===== src/gsa_pkg.sv =====
package gsa_pkg;

  localparam int SLOTS = 128;
  localparam int VERSION_BITS = 16;
  localparam int IDX_W = $clog2(SLOTS);
  localparam int CNT_W = $clog2(SLOTS + 1);

  typedef enum logic [2:0] {
    CMD_ALLOC   = 3'd0,
    CMD_RELEASE = 3'd1,
    CMD_CHECK   = 3'd2,
    CMD_CANCEL  = 3'd3,
    CMD_BEGIN   = 3'd4,
    CMD_FINISH  = 3'd5
  } cmd_e;

  typedef enum logic [1:0] {
    ST_OK    = 2'd0,
    ST_STALE = 2'd1,
    ST_FULL  = 2'd2
  } status_e;

  typedef enum logic [1:0] {
    PH_IDLE = 2'd0,
    PH_RUN  = 2'd1,
    PH_DONE = 2'd2
  } phase_e;

  typedef struct packed {
    logic [VERSION_BITS-1:0] version;
    logic                    canceled;
    logic [1:0]              phase;
  } slot_t;

  typedef struct packed {
    logic [1:0]              status;
    logic [IDX_W-1:0]        index;
    logic [VERSION_BITS-1:0] version;
    logic                    canceled;
    logic [1:0]              phase;
  } res_t;

  // Free stack request from the command stage
  typedef struct packed {
    logic             pop;
    logic             push;
    logic [IDX_W-1:0] push_idx;
  } stk_op_t;

  // Free stack state, current and after the request
  typedef struct packed {
    logic [CNT_W-1:0] depth;
    logic [CNT_W-1:0] depth_next;
    logic [IDX_W-1:0] top_next;
  } stk_view_t;

endpackage


===== src/gsa_req_if.sv =====
interface gsa_req_if;
  import gsa_pkg::*;

  logic                    valid;
  logic                    ready;
  logic [2:0]              command;
  logic [IDX_W-1:0]        slot_index;
  logic [VERSION_BITS-1:0] handle_version;

  modport source (output valid, output command, output slot_index,
                  output handle_version, input ready);
  modport sink (input valid, input command, input slot_index,
                input handle_version, output ready);
endinterface


===== src/gsa_rsp_if.sv =====
interface gsa_rsp_if;
  import gsa_pkg::*;

  logic                    valid;
  logic                    ready;
  logic [1:0]              status;
  logic [IDX_W-1:0]        given_index;
  logic [VERSION_BITS-1:0] given_version;
  logic                    cancel_mark;
  logic [1:0]              run_phase;

  modport source (output valid, output status, output given_index,
                  output given_version, output cancel_mark, output run_phase,
                  input ready);
  modport sink (input valid, input status, input given_index,
                input given_version, input cancel_mark, input run_phase,
                output ready);
endinterface


===== src/gsa_ram.sv =====
module gsa_ram #(
  parameter int WIDTH = 8,
  parameter int DEPTH = 16
) (
  input  logic                     clk,
  input  logic                     we,
  input  logic [$clog2(DEPTH)-1:0] waddr,
  input  logic [WIDTH-1:0]         wdata,
  input  logic [$clog2(DEPTH)-1:0] raddr,
  output logic [WIDTH-1:0]         rdata
);

  logic [WIDTH-1:0] mem [DEPTH];

  always_ff @(posedge clk) begin
    if (we) begin
      mem[waddr] <= wdata;
    end
    rdata <= mem[raddr];
  end

endmodule


===== src/gsa_free_stack.sv =====
module gsa_free_stack (
  input  logic              clk,
  input  logic              rst,
  input  gsa_pkg::stk_op_t  op,
  output gsa_pkg::stk_view_t view
);
  import gsa_pkg::*;

  // Top entry lives in a register; entries below it live in the RAM.
  logic [CNT_W-1:0] depth;
  logic [IDX_W-1:0] top;
  logic [CNT_W-1:0] depth_next;
  logic [IDX_W-1:0] top_next;
  logic             push_ok;
  logic             we;
  logic [IDX_W-1:0] waddr;
  logic [IDX_W-1:0] raddr;
  logic [IDX_W-1:0] rdata;
  logic [IDX_W-1:0] below;
  logic             byp_valid;
  logic [IDX_W-1:0] byp_data;

  assign below = byp_valid ? byp_data : rdata;

  always_comb begin
    push_ok    = op.push && (depth < CNT_W'(SLOTS));
    we         = push_ok && (depth != '0);
    waddr      = IDX_W'(depth - CNT_W'(1));
    depth_next = depth;
    top_next   = top;
    priority if (push_ok) begin
      depth_next = depth + CNT_W'(1);
      top_next   = op.push_idx;
    end else if (op.pop) begin
      depth_next = depth - CNT_W'(1);
      top_next   = below;
    end else begin
      depth_next = depth;
      top_next   = top;
    end
    // Prefetch the entry just below the coming top
    raddr = IDX_W'(depth_next - CNT_W'(2));
  end

  gsa_ram #(
    .WIDTH(IDX_W),
    .DEPTH(SLOTS)
  ) u_ram (
    .clk  (clk),
    .we   (we),
    .waddr(waddr),
    .wdata(top),
    .raddr(raddr),
    .rdata(rdata)
  );

  always_ff @(posedge clk) begin
    if (rst) begin
      depth     <= '0;
      byp_valid <= 1'b0;
    end else begin
      depth     <= depth_next;
      byp_valid <= we;
    end
    top      <= top_next;
    byp_data <= top;
  end

  assign view = '{depth: depth, depth_next: depth_next, top_next: top_next};

endmodule


===== src/generational_slot_allocator.sv =====
// Channel  Dir  Fields                                        Accepted when
// req      in   command, slot_index, handle_version           req.valid && req.ready
// rsp      out  status, given_index, given_version,           rsp.valid && rsp.ready
//               cancel_mark, run_phase
//
// Takes one item per cycle unless rsp stalls; its result is registered on fire.
// The item sits in the command stage while the slot table RAM read lands,
// then slot table, free stack and counters update as the result registers.
// No clearing pass after reset: a slot is written when first handed out.
// A stalled rsp holds the command stage; req stays ready while it is empty.
module generational_slot_allocator (
  input logic      clk,
  input logic      rst,
  gsa_req_if.sink   req,
  gsa_rsp_if.source rsp
);
  import gsa_pkg::*;

  // Command stage
  logic                    s1_valid;
  logic [2:0]              s1_cmd;
  logic [IDX_W-1:0]        s1_idx;
  logic [VERSION_BITS-1:0] s1_ver;
  logic [IDX_W-1:0]        s1_addr;
  logic                    fire;
  logic                    accept;

  // Slot table and its one-deep write bypass
  logic             tab_we;
  logic [IDX_W-1:0] tab_raddr;
  slot_t            tab_wdata;
  slot_t            tab_rdata;
  slot_t            tab_byp;
  logic             tab_hit;
  slot_t            rd;
  slot_t            entry;

  logic [CNT_W-1:0] used;
  logic [CNT_W-1:0] used_next;
  logic             handle_ok;

  stk_op_t   stk_op;
  stk_view_t stk;

  res_t res;
  res_t res_next;
  logic rsp_valid;

  assign fire       = s1_valid && (!rsp_valid || rsp.ready);
  assign req.ready  = !s1_valid || fire;
  assign accept     = req.valid && req.ready;

  assign rd        = tab_hit ? tab_byp : tab_rdata;
  assign handle_ok = (CNT_W'(s1_idx) < used) && (rd.version == s1_ver);

  // Work out the item in the command stage; commit only on fire.
  always_comb begin
    entry     = rd;
    res_next  = '0;
    used_next = used;
    stk_op    = '0;
    tab_we    = 1'b0;
    unique case (s1_cmd)
      CMD_ALLOC: begin
        priority if (stk.depth != '0) begin
          // Reuse the last freed slot, keep its version
          stk_op.pop     = 1'b1;
          entry.canceled = 1'b0;
          entry.phase    = PH_IDLE;
          tab_we         = 1'b1;
        end else if (used < CNT_W'(SLOTS)) begin
          // Fresh slot starts at version zero
          used_next = used + CNT_W'(1);
          entry     = '0;
          tab_we    = 1'b1;
        end else begin
          // Table full: hand out nothing
          tab_we = 1'b0;
        end
        if (tab_we) begin
          res_next = '{status: ST_OK, index: s1_addr, version: entry.version,
                       canceled: entry.canceled, phase: entry.phase};
        end else begin
          res_next.status = ST_FULL;
        end
      end
      CMD_RELEASE, CMD_CHECK, CMD_CANCEL, CMD_BEGIN, CMD_FINISH: begin
        if (handle_ok) begin
          unique case (s1_cmd)
            CMD_RELEASE: begin
              entry.version   = rd.version + VERSION_BITS'(1);
              stk_op.push     = 1'b1;
              stk_op.push_idx = s1_idx;
            end
            CMD_CANCEL: entry.canceled = 1'b1;
            CMD_BEGIN:  entry.phase    = PH_RUN;
            CMD_FINISH: entry.phase    = PH_DONE;
            default:    entry          = rd;
          endcase
          tab_we   = 1'b1;
          res_next = '{status: ST_OK, index: s1_idx, version: entry.version,
                       canceled: entry.canceled, phase: entry.phase};
        end else begin
          res_next.status = ST_STALE;
          res_next.index  = s1_idx;
        end
      end
      default: begin
        // Unknown command: reject like a stale handle
        res_next.status = ST_STALE;
        res_next.index  = s1_idx;
      end
    endcase
    if (!fire) begin
      tab_we    = 1'b0;
      stk_op    = '0;
      used_next = used;
    end
    tab_wdata = entry;
  end

  // Slot to read for the next item: allocate looks ahead at the free stack
  // and fill count as they stand after the item now committing.
  always_comb begin
    if (accept) begin
      if (req.command == CMD_ALLOC) begin
        tab_raddr = (stk.depth_next != '0) ? stk.top_next : IDX_W'(used_next);
      end else begin
        tab_raddr = req.slot_index;
      end
    end else begin
      tab_raddr = s1_addr;
    end
  end

  gsa_ram #(
    .WIDTH($bits(slot_t)),
    .DEPTH(SLOTS)
  ) u_slot_table (
    .clk  (clk),
    .we   (tab_we),
    .waddr(s1_addr),
    .wdata(tab_wdata),
    .raddr(tab_raddr),
    .rdata(tab_rdata)
  );

  gsa_free_stack u_free_stack (
    .clk (clk),
    .rst (rst),
    .op  (stk_op),
    .view(stk)
  );

  always_ff @(posedge clk) begin
    if (rst) begin
      s1_valid  <= 1'b0;
      rsp_valid <= 1'b0;
      used      <= '0;
      tab_hit   <= 1'b0;
    end else begin
      used    <= used_next;
      tab_hit <= tab_we && (s1_addr == tab_raddr);
      if (accept) begin
        s1_valid <= 1'b1;
      end else if (fire) begin
        s1_valid <= 1'b0;
      end
      if (fire) begin
        rsp_valid <= 1'b1;
      end else if (rsp.ready) begin
        rsp_valid <= 1'b0;
      end
    end
    tab_byp <= tab_wdata;
    // Hold the item while stalled; the read address holds with it
    if (accept) begin
      s1_cmd <= req.command;
      s1_idx <= req.slot_index;
      s1_ver <= req.handle_version;
    end
    s1_addr <= tab_raddr;
    if (fire) begin
      res <= res_next;
    end
  end

  assign rsp.valid         = rsp_valid;
  assign rsp.status        = res.status;
  assign rsp.given_index   = res.index;
  assign rsp.given_version = res.version;
  assign rsp.cancel_mark   = res.canceled;
  assign rsp.run_phase     = res.phase;

endmodule

===== src/flat_wrapper.sv =====
// flat-port wrapper written by rule: the top's interface ports become plain ports
module generational_slot_allocator_flat import gsa_pkg::*;
  (clk, rst, req_valid, req_command, req_slot_index, req_handle_version, req_ready, rsp_valid, rsp_status, rsp_given_index, rsp_given_version, rsp_cancel_mark, rsp_run_phase, rsp_ready);
  gsa_req_if req_i ();
  gsa_rsp_if rsp_i ();
  input logic clk;
  input logic rst;
  input wire logic [$bits(req_i.valid)-1:0] req_valid;
  input wire logic [$bits(req_i.command)-1:0] req_command;
  input wire logic [$bits(req_i.slot_index)-1:0] req_slot_index;
  input wire logic [$bits(req_i.handle_version)-1:0] req_handle_version;
  output wire logic [$bits(req_i.ready)-1:0] req_ready;
  output wire logic [$bits(rsp_i.valid)-1:0] rsp_valid;
  output wire logic [$bits(rsp_i.status)-1:0] rsp_status;
  output wire logic [$bits(rsp_i.given_index)-1:0] rsp_given_index;
  output wire logic [$bits(rsp_i.given_version)-1:0] rsp_given_version;
  output wire logic [$bits(rsp_i.cancel_mark)-1:0] rsp_cancel_mark;
  output wire logic [$bits(rsp_i.run_phase)-1:0] rsp_run_phase;
  input wire logic [$bits(rsp_i.ready)-1:0] rsp_ready;
  assign req_i.valid = req_valid;
  assign req_i.command = req_command;
  assign req_i.slot_index = req_slot_index;
  assign req_i.handle_version = req_handle_version;
  assign req_ready = req_i.ready;
  assign rsp_valid = rsp_i.valid;
  assign rsp_status = rsp_i.status;
  assign rsp_given_index = rsp_i.given_index;
  assign rsp_given_version = rsp_i.given_version;
  assign rsp_cancel_mark = rsp_i.cancel_mark;
  assign rsp_run_phase = rsp_i.run_phase;
  assign rsp_i.ready = rsp_ready;
  generational_slot_allocator u_core (.clk(clk), .rst(rst), .req(req_i), .rsp(rsp_i));
endmodule

===== config.mk =====
export PLATFORM = sky130hd
export DESIGN_NAME = generational_slot_allocator_flat
export DESIGN_NICKNAME = d
export VERILOG_FILES = /design/src/gsa_pkg.sv /design/src/gsa_req_if.sv /design/src/gsa_rsp_if.sv /design/src/gsa_ram.sv /design/src/gsa_free_stack.sv /design/src/generational_slot_allocator.sv /design/src/flat_wrapper.sv
export SDC_FILE = /design/constraint.sdc
export NUM_CORES = 2
export LEC_CHECK = 0
export ABC_CLOCK_PERIOD_IN_PS = 9000
export BUFFER_PORTS_ARGS = -buffer_cell sky130_fd_sc_hd__buf_4
export CAP_MARGIN = 25
export CORE_MARGIN = 10
export CORE_UTILIZATION = 35
export DETAILED_ROUTE_END_ITERATION = 16
export SYNTH_ARGS = -nofsm -noshare
export SYNTH_HDL_FRONTEND = slang
export SYNTH_SLANG_ARGS = --single-unit

===== constraint.sdc =====
create_clock -name clk -period 9 [get_ports clk]
set_clock_uncertainty 0.2 [all_clocks]
set_input_delay 1.8 -clock clk [delete_from_list [all_inputs] [get_ports clk]]
set_output_delay 1.8 -clock clk [all_outputs]
set_load 0.005 [all_outputs]

==> impl_metrics.env <==
export IMPL_status="completed"
export IMPL_vias_per_cell=5.79
export IMPL_slew_viol_final=0
export IMPL_grt_max_degree=226
export IMPL_power_mw=37.6
export IMPL_place_port_buffers=59
export IMPL_worstPathCellList="buf_4 -> mux2i_2 -> xnor2_1 -> nor4_2 -> buf_4 -> o211ai_2 -> nor4_4 -> mux2i_1 -> o211a_2 -> a21o_4 -> o21ai_4 -> inv_8 -> buf_4 -> mux2i_1 -> a2111oi_0 -> buf_4 -> o41ai_1 -> nor4bb_1 -> buf_4 -> a2bb2oi_1"
export IMPL_leakagePower_nw=53.9
export IMPL_ctsLongestPathBuffers=4
export IMPL_synth_cells=9812
export IMPL_insertion_delay_ns=0.98
export IMPL_fin_crit_ns=8.50
export IMPL_seq_area_um2=103000
export IMPL_ant_nets=0
export IMPL_antenna_found_initial=32
export IMPL_synth_edf_count=3382
export IMPL_max_slew_margin=0.110
export IMPL_timing_setup_tns_ns=0
export IMPL_ys_flop_type="edfxtp_1"
export IMPL_fillCellCount=36359
export IMPL_rrSetupSlack_ns=0.50
export IMPL_clockRootBuffer="clkbuf_16"
export IMPL_hold_buffers=0
export IMPL_numCtsBuffers=356
export IMPL_setup_viol=0
export IMPL_dr_pass1_iters=6
export IMPL_cts_resized=0
export IMPL_start_util=0.352
export IMPL_setup_ws_ns=0.504
export IMPL_min_path_cells=2
export IMPL_clk_pin_slew_ns=0.06
export IMPL_hold_violations=0
export IMPL_netlist_area_leader_share=0.715
export IMPL_avgSynthCellArea_um2=14.5
export IMPL_numClockSinks=3468
export IMPL_rows=233
export IMPL_crit_fanout=80
export IMPL_placed_area_um2=151000
export IMPL_drtIter0Drc=11541
export IMPL_max_stage_delay_ns=0.92
export IMPL_cts_tree="yes"
export IMPL_ir_worst_vdd_v=0.000199
export IMPL_reg2reg_from="u_core.tab_hit"
export IMPL_end_kind="register"
export IMPL_critPathSlowestCell="nor4bb_1"
export IMPL_cpMostUsedCell="buf_4"
export IMPL_dp_hpwl_um=249000
export IMPL_final_nets=9904
export IMPL_worstSetupPathType="register to register"
export IMPL_regToRegEndpoint="u_core.u_slot_table.rdata[3]"
export IMPL_area_delta_synth_final_pct=14.5
export IMPL_multi_input_area_um2=35900
export IMPL_grt_pass1_vias=87331
export IMPL_synth_most_common_cell="edfxtp_1"
export IMPL_dieHeight_um=657
export IMPL_synth_area_leaders="edfxtp_1 71%, nand2_1 4.4%, mux2i_1 4.1%"
export IMPL_h_tree_depth=5
export IMPL_vias=90185
export IMPL_ys_ff_latch=3468
export IMPL_wl_per_cell_um=27.2
export IMPL_dp_slack_ns=0.316
export IMPL_critPathRequiredTime_ns=9.62
export IMPL_power_density_nw_per_um2=231
export IMPL_yosys_area_top_type="edfxtp_1"
export IMPL_rsz0062_at_grt="false"
export IMPL_crit_path_start_kind="register"
export IMPL_synth_common_cells="3,382 x edfxtp_1, 1,667 x nand2_1, 636 x nor4_1, 583 x mux2i_1, 542 x clkbuf_1"
export IMPL_hold_class="register to register"
export IMPL_async_reset_ff_frac=0
export IMPL_layoutNonFillerInstCount=15585
export IMPL_final_util=0.403
export IMPL_routed_wl_um=424000
export IMPL_grt_pass1_wl_um=613000
export IMPL_hp_start="u_core.used[5]"
export IMPL_worstMarginPinSlew_ns=1.30
export IMPL_synthDistinctLibCells=80
export IMPL_fin_area_um2=163000
export IMPL_mappedNetlistArea_um2=142000
export IMPL_seq_area_frac_synth=0.727
export IMPL_hold_slack_ns=0.329
export IMPL_placed_cells=14898
export IMPL_reg2reg_depth=20
export IMPL_core_area_um2=403000
export IMPL_min_to="u_core.used[7]"
export IMPL_ioPinCount=60
export IMPL_die_x_um=657
export IMPL_die_area_um2=432000
export IMPL_yosysWarnings=0
export IMPL_synth_nets=9853
export IMPL_layout_drive_gt1_share=0.129
export IMPL_cts_setup_buffers=0
export IMPL_grtUsageTotal=0.186
export IMPL_fmax_mhz=118
export IMPL_grt_overflow_total=0
export IMPL_remaining_drc_errors=0
export IMPL_worstPathArrival_ns=9.11
export IMPL_place_congestion=0.853
export IMPL_drv_cap=0
export IMPL_fin_crit_sh=0.944
cell usage in the layout (no fill, tap or decap), types with 29 or more instances in the layout:
cell type  instances
nor2_2           112
a31oi_1          229
clkbuf_1          76
buf_4            381
o211a_1           76
o21ai_0           66
clkbuf_16        359
a32oi_1           29
buf_12            48
a21oi_1          102
mux2_2            48
a211oi_1         201
nor2_1           224
nand3_1           36
a2111oi_0        299
and3_1           229
dfxtp_1           78
clkinv_1          85
clkinv_2          53
o211ai_1         184
nor4_1           634
mux4_2            56
nand4_1           63
and2_1            36
nand2_1         1652
bufinv_16         32
buf_8             33
mux2i_1          583
edfxtp_1        3382
a311oi_1         108
a32o_1            64
o22ai_1           33
inv_1             50
o41ai_1           75
layer usage:
metal / share of wire / GRT usage
met5: 0.00013 / 0
met4: 0.049 / 0.0830
met3: 0.087 / 0.0338
met2: 0.46 / 0.294
met1: 0.40 / 0.251
area by class of cell:
class	instances	area share
multi-input cells	5470	0.221
diodes	20	0.000308
inverters	55	0.00139
flip-flops and latches	3468	0.635
clock buffers	442	0.0576
clock inverters	213	0.0130
repair buffers	512	0.0302
well taps	5405	0.0416
worst max-delay path: cells and delay by family, from the launching register on:
kind / cells / cell delay, ns
AOI/OAI and AO/OA: 7 / 1.97
xor gates and xnor gates: 1 / 0.17
buffers and inverters: 6 / 2.17
DFF: 1 / 0.59
muxes: 3 / 1.44
and+or+nand+nor: 3 / 1.74
logic make-up (layout without fill, tap and decap cells):
| logic type | after synthesis | count (layout) | share of synthesized area |
|---|---|---|---|
| flops | 3468 | 3468 | 0.727 |
| compound gates | 1588 | 1588 | 0.0857 |
| mux | 690 | 690 | 0.0541 |
| other cells | 0 | 20 | 0 |
| fa+ha+maj | 11 | 11 | 0.000969 |
| simple gates | 3134 | 3134 | 0.104 |
| buf+inv | 874 | 1222 | 0.0257 |
| xor+xnor | 47 | 47 | 0.00290 |
state kept, by name (all words and copies together), names as in the netlist, 8 cells and up:
| signal | flops |
|---|---|
| u_core.rsp.given_version | 16 |
| u_core.s1_ver | 16 |
| u_core.tab_byp | 19 |
| u_core.u_free_stack.depth | 8 |
| u_core.u_free_stack.u_ram.mem | 896 |
| u_core.u_slot_table.mem | 2432 |
| u_core.u_slot_table.rdata | 19 |
| u_core.used | 8 |
report_power, final:
part / internal [mW] / switching (mW) / total [mW]
Combinational: 0.909 / 3.19 / 4.10
Clock: 8.35 / 6.30 / 14.6
Sequential: 18.7 / 0.118 / 18.8
Total: 28.0 / 9.61 / 37.6
how the worst max path moves through the flow:
stage | slack [ns] | start | depth (start not counted) | endpoint
global route | 0.36 | u_core.tab_hit | 20 | u_core.u_slot_table.rdata[3]
floorplan | 0.19 | u_core.tab_hit | 12 | u_core.u_slot_table.mem[0][5]
finish | 0.50 | u_core.tab_hit | 20 | u_core.u_slot_table.rdata[3]
detailed placement | 0.32 | rsp_ready | 19 | u_core.u_slot_table.rdata[3]
CTS | 0.46 | u_core.tab_hit | 20 | u_core.u_slot_table.rdata[3]
global placement | 0.15 | rsp_ready | 18 | u_core.u_slot_table.rdata[11]
Note: power is estimated with default switching activity, not from simulation.
